### config.mk
export PLATFORM = sky130hd
export DESIGN_NAME = rgb_pair_to_yuv422_converter_flat
export DESIGN_NICKNAME = d
export VERILOG_FILES = /design/src/sv/rgb2yuv_pkg.sv /design/src/sv/rgb2yuv_if.sv /design/src/sv/rgb_pair_to_yuv422_converter.sv /design/src/flat_wrapper.sv
export VERILOG_INCLUDE_DIRS = /design/src /design/src/sv
export SDC_FILE = /design/constraint.sdc
export NUM_CORES = 2
export LEC_CHECK = 0
export ABC_AREA = 1
export BUFFER_PORTS_ARGS = -buffer_cell sky130_fd_sc_hd__buf_2
export CAP_MARGIN = 20
export CORE_AREA = 4 4 309 311
export DETAILED_ROUTE_END_ITERATION = 8
export DIE_AREA = 0 0 313 315
export PLACE_DENSITY = 0.71
export SKIP_CTS_REPAIR_TIMING = 1
export SYNTH_ARGS = -nofsm -noshare
export SYNTH_HDL_FRONTEND = slang
export SYNTH_SLANG_ARGS = --single-unit
### constraint.sdc
create_clock -name i_clk -period 20.9 [get_ports i_clk]
set_input_delay 3.135 -clock i_clk [delete_from_list [all_inputs] [get_ports i_clk]]
set_output_delay 3.135 -clock i_clk [all_outputs]
set_load 0.1 [all_outputs]
### src/sv/assert_macros.svh
// Assertion helpers used by the RTL.
`ifndef ASSERT_MACROS_SVH
`define ASSERT_MACROS_SVH

// Same-cycle implication, checked outside reset.
`define RGB2YUV_ASSERT_NOW(lbl, clk, rst_n, ante, cons) \
    lbl: assert property (@(posedge clk) disable iff (!rst_n) (ante) |-> (cons)) \
        else $error("assertion failed");

// Next-cycle implication, checked outside reset.
`define RGB2YUV_ASSERT_NEXT(lbl, clk, rst_n, ante, cons) \
    lbl: assert property (@(posedge clk) disable iff (!rst_n) (ante) |=> (cons)) \
        else $error("assertion failed");

`endif

### src/sv/rgb2yuv_pkg.sv
package rgb2yuv_pkg;

    localparam int unsigned PIX_W  = 8;
    localparam int unsigned COEF_W = 16;
    localparam int unsigned PROD_W = PIX_W + COEF_W;
    localparam int unsigned SUM_W  = PROD_W + 2;
    localparam int unsigned FRAC_W = 16;

    // BT.601 studio-range coefficients, scaled by 2^16
    localparam logic [COEF_W-1:0] KY_R = 16'd16829;
    localparam logic [COEF_W-1:0] KY_G = 16'd33039;
    localparam logic [COEF_W-1:0] KY_B = 16'd6416;
    localparam logic [COEF_W-1:0] KU_R = 16'd9714;
    localparam logic [COEF_W-1:0] KU_G = 16'd19071;
    localparam logic [COEF_W-1:0] KU_B = 16'd28784;
    localparam logic [COEF_W-1:0] KV_R = 16'd28784;
    localparam logic [COEF_W-1:0] KV_G = 16'd24103;
    localparam logic [COEF_W-1:0] KV_B = 16'd4681;

    localparam logic [PIX_W-1:0] LUMA_OFFSET   = 8'd16;
    localparam logic [PIX_W-1:0] CHROMA_OFFSET = 8'd128;
    localparam logic [PIX_W-1:0] OUT_LOW       = 8'd16;
    localparam logic [PIX_W-1:0] OUT_HIGH      = 8'd240;

    typedef struct packed {
        logic [PIX_W-1:0] red_first;
        logic [PIX_W-1:0] green_first;
        logic [PIX_W-1:0] blue_first;
        logic [PIX_W-1:0] red_second;
        logic [PIX_W-1:0] green_second;
        logic [PIX_W-1:0] blue_second;
    } t_rgb_pair;

    typedef struct packed {
        logic [PIX_W-1:0] luma_first;
        logic [PIX_W-1:0] chroma_blue;
        logic [PIX_W-1:0] luma_second;
        logic [PIX_W-1:0] chroma_red;
    } t_yuv_word;

endpackage

### src/sv/rgb2yuv_if.sv
interface rgb2yuv_pair_if;
    logic                   valid;
    logic                   ready;
    rgb2yuv_pkg::t_rgb_pair data;

    modport source (output valid, output data, input ready);
    modport sink (input valid, input data, output ready);
endinterface

interface rgb2yuv_word_if;
    logic                   valid;
    logic                   ready;
    rgb2yuv_pkg::t_yuv_word data;

    modport source (output valid, output data, input ready);
    modport sink (input valid, input data, output ready);
endinterface

### src/sv/rgb_pair_to_yuv422_converter.sv
// Channel   Dir   Payload                                Handshake
// i_pair    in    RGB888 pixel pair (first, second)      valid/ready
// o_word    out   YUV422 word Y0, U, Y1, V               valid/ready
//
// Four register stages: input + chroma pick, products, sums, round/clamp.
// One word per cycle when o_word.ready stays high.
// Each stage holds while the one after it is full and stalled, so nothing
// is dropped or repeated. Reset (i_rst_n, synchronous) clears the valid bits.
`include "assert_macros.svh"

module rgb_pair_to_yuv422_converter (
    input  logic                  i_clk,
    input  logic                  i_rst_n,
    rgb2yuv_pair_if.sink          i_pair,
    rgb2yuv_word_if.source        o_word
);

    localparam int unsigned NSTG   = 4;
    localparam int unsigned PROD_W = rgb2yuv_pkg::PROD_W;
    localparam int unsigned SUM_W  = rgb2yuv_pkg::SUM_W;
    localparam int unsigned PIX_W  = rgb2yuv_pkg::PIX_W;
    localparam int unsigned RES_W  = 12;

    function automatic logic [PIX_W-1:0] finish_sample(
        input logic signed [SUM_W-1:0] s,
        input logic [PIX_W-1:0]        offset
    );
        logic [SUM_W-1:0]        mag;
        logic [SUM_W-1:0]        q;
        logic signed [RES_W-1:0] v;
        mag = s[SUM_W-1] ? SUM_W'(-s) : SUM_W'(s);
        // round half away from zero on the magnitude
        q = (mag + (SUM_W'(1) << (rgb2yuv_pkg::FRAC_W - 1))) >> rgb2yuv_pkg::FRAC_W;
        v = s[SUM_W-1] ? -$signed(RES_W'(q)) : $signed(RES_W'(q));
        v = v + $signed(RES_W'(offset));
        if (v < $signed(RES_W'(rgb2yuv_pkg::OUT_LOW))) begin
            v = $signed(RES_W'(rgb2yuv_pkg::OUT_LOW));
        end
        if (v > $signed(RES_W'(rgb2yuv_pkg::OUT_HIGH))) begin
            v = $signed(RES_W'(rgb2yuv_pkg::OUT_HIGH));
        end
        return PIX_W'(v);
    endfunction

    logic [NSTG-1:0] r_v;
    logic [NSTG-1:0] rdy;

    // stage 0: captured pair and chosen chroma pixel
    rgb2yuv_pkg::t_rgb_pair r_pair;
    logic [PIX_W-1:0]       r_cr, r_cg, r_cb;
    logic [PIX_W-1:0]       n_cr, n_cg, n_cb;

    // stage 1: products
    logic [PROD_W-1:0] r_y0r, r_y0g, r_y0b, r_y1r, r_y1g, r_y1b;
    logic [PROD_W-1:0] r_ur, r_ug, r_ub, r_vr, r_vg, r_vb;

    // stage 2: sums
    logic signed [SUM_W-1:0] r_y0_sum, r_y1_sum, r_u_sum, r_v_sum;

    // stage 3: output word
    rgb2yuv_pkg::t_yuv_word r_word;
    logic                   word_in_range;

    always_comb begin
        rdy[NSTG-1] = !r_v[NSTG-1] || o_word.ready;
        for (int k = NSTG - 2; k >= 0; k--) begin
            rdy[k] = !r_v[k] || rdy[k+1];
        end
    end

    assign i_pair.ready = rdy[0];
    assign o_word.valid = r_v[NSTG-1];
    assign o_word.data  = r_word;

    // chroma from first pixel unless its red equals its green and the second's do not
    always_comb begin
        if (i_pair.data.red_first == i_pair.data.green_first
                && i_pair.data.red_second != i_pair.data.green_second) begin
            n_cr = i_pair.data.red_second;
            n_cg = i_pair.data.green_second;
            n_cb = i_pair.data.blue_second;
        end else begin
            n_cr = i_pair.data.red_first;
            n_cg = i_pair.data.green_first;
            n_cb = i_pair.data.blue_first;
        end
    end

    always_ff @(posedge i_clk) begin
        if (!i_rst_n) begin
            r_v <= '0;
        end else begin
            if (rdy[0]) begin
                r_v[0] <= i_pair.valid;
            end
            for (int k = 1; k < NSTG; k++) begin
                if (rdy[k]) begin
                    r_v[k] <= r_v[k-1];
                end
            end
        end
    end

    always_ff @(posedge i_clk) begin
        if (rdy[0]) begin
            r_pair <= i_pair.data;
            r_cr   <= n_cr;
            r_cg   <= n_cg;
            r_cb   <= n_cb;
        end
        if (rdy[1]) begin
            r_y0r <= PROD_W'(r_pair.red_first    * rgb2yuv_pkg::KY_R);
            r_y0g <= PROD_W'(r_pair.green_first  * rgb2yuv_pkg::KY_G);
            r_y0b <= PROD_W'(r_pair.blue_first   * rgb2yuv_pkg::KY_B);
            r_y1r <= PROD_W'(r_pair.red_second   * rgb2yuv_pkg::KY_R);
            r_y1g <= PROD_W'(r_pair.green_second * rgb2yuv_pkg::KY_G);
            r_y1b <= PROD_W'(r_pair.blue_second  * rgb2yuv_pkg::KY_B);
            r_ur  <= PROD_W'(r_cr * rgb2yuv_pkg::KU_R);
            r_ug  <= PROD_W'(r_cg * rgb2yuv_pkg::KU_G);
            r_ub  <= PROD_W'(r_cb * rgb2yuv_pkg::KU_B);
            r_vr  <= PROD_W'(r_cr * rgb2yuv_pkg::KV_R);
            r_vg  <= PROD_W'(r_cg * rgb2yuv_pkg::KV_G);
            r_vb  <= PROD_W'(r_cb * rgb2yuv_pkg::KV_B);
        end
        if (rdy[2]) begin
            r_y0_sum <= $signed(SUM_W'(r_y0r)) + $signed(SUM_W'(r_y0g))
                      + $signed(SUM_W'(r_y0b));
            r_y1_sum <= $signed(SUM_W'(r_y1r)) + $signed(SUM_W'(r_y1g))
                      + $signed(SUM_W'(r_y1b));
            r_u_sum  <= $signed(SUM_W'(r_ub)) - $signed(SUM_W'(r_ur))
                      - $signed(SUM_W'(r_ug));
            r_v_sum  <= $signed(SUM_W'(r_vr)) - $signed(SUM_W'(r_vg))
                      - $signed(SUM_W'(r_vb));
        end
        if (rdy[3]) begin
            r_word.luma_first  <= finish_sample(r_y0_sum, rgb2yuv_pkg::LUMA_OFFSET);
            r_word.chroma_blue <= finish_sample(r_u_sum, rgb2yuv_pkg::CHROMA_OFFSET);
            r_word.luma_second <= finish_sample(r_y1_sum, rgb2yuv_pkg::LUMA_OFFSET);
            r_word.chroma_red  <= finish_sample(r_v_sum, rgb2yuv_pkg::CHROMA_OFFSET);
        end
    end

    assign word_in_range = r_word.luma_first  >= rgb2yuv_pkg::OUT_LOW
                        && r_word.luma_first  <= rgb2yuv_pkg::OUT_HIGH
                        && r_word.chroma_blue >= rgb2yuv_pkg::OUT_LOW
                        && r_word.chroma_blue <= rgb2yuv_pkg::OUT_HIGH
                        && r_word.luma_second >= rgb2yuv_pkg::OUT_LOW
                        && r_word.luma_second <= rgb2yuv_pkg::OUT_HIGH
                        && r_word.chroma_red  >= rgb2yuv_pkg::OUT_LOW
                        && r_word.chroma_red  <= rgb2yuv_pkg::OUT_HIGH;

    `RGB2YUV_ASSERT_NEXT(a_accept_lands, i_clk, i_rst_n, i_pair.valid && i_pair.ready, r_v[0])
    `RGB2YUV_ASSERT_NEXT(a_sum_hold, i_clk, i_rst_n, !rdy[2], $stable({r_v[2], r_y0_sum, r_u_sum}))
    `RGB2YUV_ASSERT_NOW(a_out_range, i_clk, i_rst_n, o_word.valid, word_in_range)

endmodule

### src/flat_wrapper.sv
// flat-port wrapper written by rule: the top's interface ports become plain ports
module rgb_pair_to_yuv422_converter_flat 
  (i_clk, i_rst_n, i_pair_valid, i_pair_data, i_pair_ready, o_word_valid, o_word_data, o_word_ready);
  rgb2yuv_pair_if i_pair_i ();
  rgb2yuv_word_if o_word_i ();
  input  logic i_clk;
  input  logic i_rst_n;
  input wire logic [$bits(i_pair_i.valid)-1:0] i_pair_valid;
  input wire logic [$bits(i_pair_i.data)-1:0] i_pair_data;
  output wire logic [$bits(i_pair_i.ready)-1:0] i_pair_ready;
  output wire logic [$bits(o_word_i.valid)-1:0] o_word_valid;
  output wire logic [$bits(o_word_i.data)-1:0] o_word_data;
  input wire logic [$bits(o_word_i.ready)-1:0] o_word_ready;
  assign i_pair_i.valid = i_pair_valid;
  assign i_pair_i.data = i_pair_data;
  assign i_pair_ready = i_pair_i.ready;
  assign o_word_valid = o_word_i.valid;
  assign o_word_data = o_word_i.data;
  assign o_word_i.ready = o_word_ready;
  rgb_pair_to_yuv422_converter u_core (.i_clk(i_clk), .i_rst_n(i_rst_n), .i_pair(i_pair_i), .o_word(o_word_i));
endmodule
==> impl_results.md <==
- Setup Viol. Count Final: 0
- GRT Total Usage: 17.5%
- Filler instances: 8474
- Final wirelength: 85.4 mm
- Setup CP Type: input pin to primary output
- Met2 Use GR: 29.7%
- Run status: complete, no violations
- Die ar.: 98600 um2
- Fin crit share: 41.1%
- Synth Instances: 4440
- Flop-to-flop setup slack: 15290 ps
- Worst slew pin tran: 1090 ps
- Min Hold Slack: 463 ps
- Syn_area_per_cell: 9.35 um2
- Clk slew on worst S/H paths: 60 ps
- Initial Util: 44.7%
- CTS tree: built
- Worst relative slew slack: 27.2%
- Hold Crit Class: flip-flop to flip-flop
- Top_reg_cell synth: edfxtp_1
- Fin Setup TNS: 0 ps
- Gr busiest metal: met2
- Max cap viols: 0
- Cell Area, Placed: 43500 um2
- Adder-cell share of the synthesized area: 29.5%
- Yosys reg bits: 461
- Vias in the first global route: 28700
- Site row count: 112
- Seq. cell area: 13800 um2
- Post-synth EDFFs: 457
- Largest family of logic cells by synthesized area: adder cells
- Die width: 313 um
- First-pass GRT wire length: 142 mm
- Critical path's slowest cell: inv_4
- CP startpoint kind: input pin
- Min Tclk post-route: 8600 ps
- Cell variety after synth: 59
- R2R cell count: 20
- CP cell instances: buf_2, nor2_1, inv_1, buf_4, nor2_1, inv_4, nor2_1, nand2_4, buf_2
- Grt ovf: 0
- Arr. time, crit path: 5460 ps
- GR Util met3: 1.89%
- Initial antenna violation count: 4
- Die height: 315 um
- Core Area: 92800 um2
- Wire length per cell: 14.6 um
- Clock root cell: clkbuf_16
- Hpwl dp: 70.6 mm
- Worst Setup SP: o_word_ready
- P&R area growth vs syn: 9.12%
- Critical path buffers and inverters: 5
- Largest net degree at the start of global routing: 90
- Post-Place Cells: 5764
- Ys async rst share: 0%
- CTS Buf Count: 53
- Critical Path RT: 17770 ps
- Crit-path max FO: 55
- Top cell family by delay on the critical path: buffers and inverters
- Simple-gate portion of the synthesized area: 14.2%
- Layout cells sized above 1: 6.38%
- Cell Count, Final, Fillers Out: 5863
- GP Congestion: 0.904
- Multi-input combinational cell area: 24600 um2
- Synth Area in Compound Gates: 7.77%
- Finished Cell Area: 45300 um2
- Post-route DRC: 0
- Max-slew violations: 0
- Max Clk Rate: 116 MHz
- M1 GR Usage: 23.8%
- Crit Reg-Reg Endpoint: u_core.r_ug[22]
- Sequential-to-total area share from yosys stat: 33.3%
- I/O pin cnt: 86
- Cell mode on critical path: nor2_1
- CP endpoint kind: primary output
- Crit. path cell count: 9
- Via-per-instance ratio: 4.97
- Ys Warns: 0
- Nets: 5479
- Via count: 29100
- Drt initial violations: 1728
- H-tree Lvls: 2
- Crit path to: i_pair_ready
- Most common cell after layout, fill and taps aside: inv_1
- Final hold vios: 0
- Mux share of post-synthesis cell area: 0.217%
- # port buffers: 85
- Most frequent cells in the layout: inv_1 (787), nand2_1 (709), ha_1 (669)
- RSZ-0062 raised after global routing: no
- Final ANT Viol Nets: 0
- XOR/XNOR Fraction of Synth Area: 7.53%
- CTS sink cnt: 461
- Synthesized cell area: 41500 um2
- Crit-path max cell delay: 500 ps
- Clock Path Buffers: 3
- Worst Skew: 31.4 ps
- Drt pass-1 iters: 5
- Worst-Skew Late Latency: 620 ps
- Reg-to-reg critical path startpoint: u_core.r_cg[6]
==> per-stage QoR <==
stage	worst slack, ps	utilization [%]
after detailed placement	12230	46.9
after global routing	12060	48.8
after floorplan	9190	-
final	12300	48.8
after CTS	12210	48.8
after global placement	12240	46.9
==> synthesized netlist by cell type, types with 4 or more instances <==
library cell | count | area [um2]
mux2_2 | 8 | 90.1
a21oi_1 | 317 | 1590
xnor2_1 | 104 | 911
or2_2 | 5 | 31.3
nand4_1 | 62 | 388
inv_1 | 789 | 2960
o211ai_1 | 14 | 105
a211oi_1 | 6 | 45.0
o21ai_1 | 19 | 95.1
a21o_1 | 16 | 120
fa_1 | 193 | 3860
a31oi_1 | 12 | 75.1
nor3_1 | 28 | 140
o21a_1 | 7 | 52.6
nand3b_1 | 23 | 173
nand3_2 | 12 | 120
nor2_2 | 13 | 81.3
nor2_4 | 4 | 45.0
ha_1 | 669 | 8370
o31ai_1 | 7 | 52.6
o21bai_1 | 27 | 203
a21boi_1 | 9 | 67.6
nand2_1 | 710 | 2670
xor2_1 | 251 | 2200
inv_2 | 19 | 71.3
dfxtp_1 | 4 | 80.1
nand3_1 | 204 | 1020
nand2_2 | 42 | 263
o21ai_0 | 129 | 646
edfxtp_1 | 457 | 13700
buf_2 | 8 | 40.0
o221ai_1 | 4 | 35.0
nor2_1 | 212 | 796
clkbuf_1 | 13 | 48.8
==> how the worst min path moves through the flow <==
stage,start,endpoint,slack [ps],cells after the start
5_1_grt,u_core.r_v[2],u_core.r_v[3],480,2
2_1_floorplan,u_core.r_v[1],u_core.r_v[2],430,2
3_3_place_gp,u_core.r_v[2],u_core.r_v[3],470,2
4_1_cts,u_core.r_v[2],u_core.r_v[3],460,2
6_report,u_core.r_v[2],u_core.r_v[3],460,2
3_5_place_dp,u_core.r_v[2],u_core.r_v[3],450,2
==> registers in the layout (all words and copies together), names as in the netlist, 19 cells and up <==
name and count:
u_core.r_y1r 23, u_core.r_ug 23, u_core.r_vb 20, u_core.r_y0r 23, u_core.r_y0g 24, u_core.r_v_sum 26
u_core.r_vg 20, u_core.r_ur 21, u_core.r_u_sum 26, u_core.r_y1g 24, u_core.r_ub 19, u_core.r_y1_sum 26
u_core.o_word.data 32, u_core.r_y0_sum 26, u_core.r_pair 48
==> kinds of logic after synthesis <==
logic type,count (synthesis)
flops,461
mux,8
other cells,1
buf+inv,835
fa+ha+maj,862
xor+xnor,356
simple gates,1333
compound gates,584
==> layout make-up <==
type,instances,area share (%)
diodes,2,0.0110
clock buffers,62,3.05
clock inverters,35,0.923
inverters,811,6.74
multi-input cells,3145,54.3
flip-flops and latches,461,30.5
well taps,1254,3.46
repair buffers,93,1.07
==> worst min-delay path, stage by stage (launching register included) <==
cell     delay [ps]
dfxtp_1         300
inv_1            60
a21oi_1          60
==> per-layer routing <==
layer	wire, um	up-vias
li1	-	15100
met1	39700	13400
met2	39300	511
met3	3800	137
met4	2610	2
met5	13	-
Power is left out: the tool's default activity adds up to more than one toggle a clock period on the data nets, which glitch-free logic cannot reach.
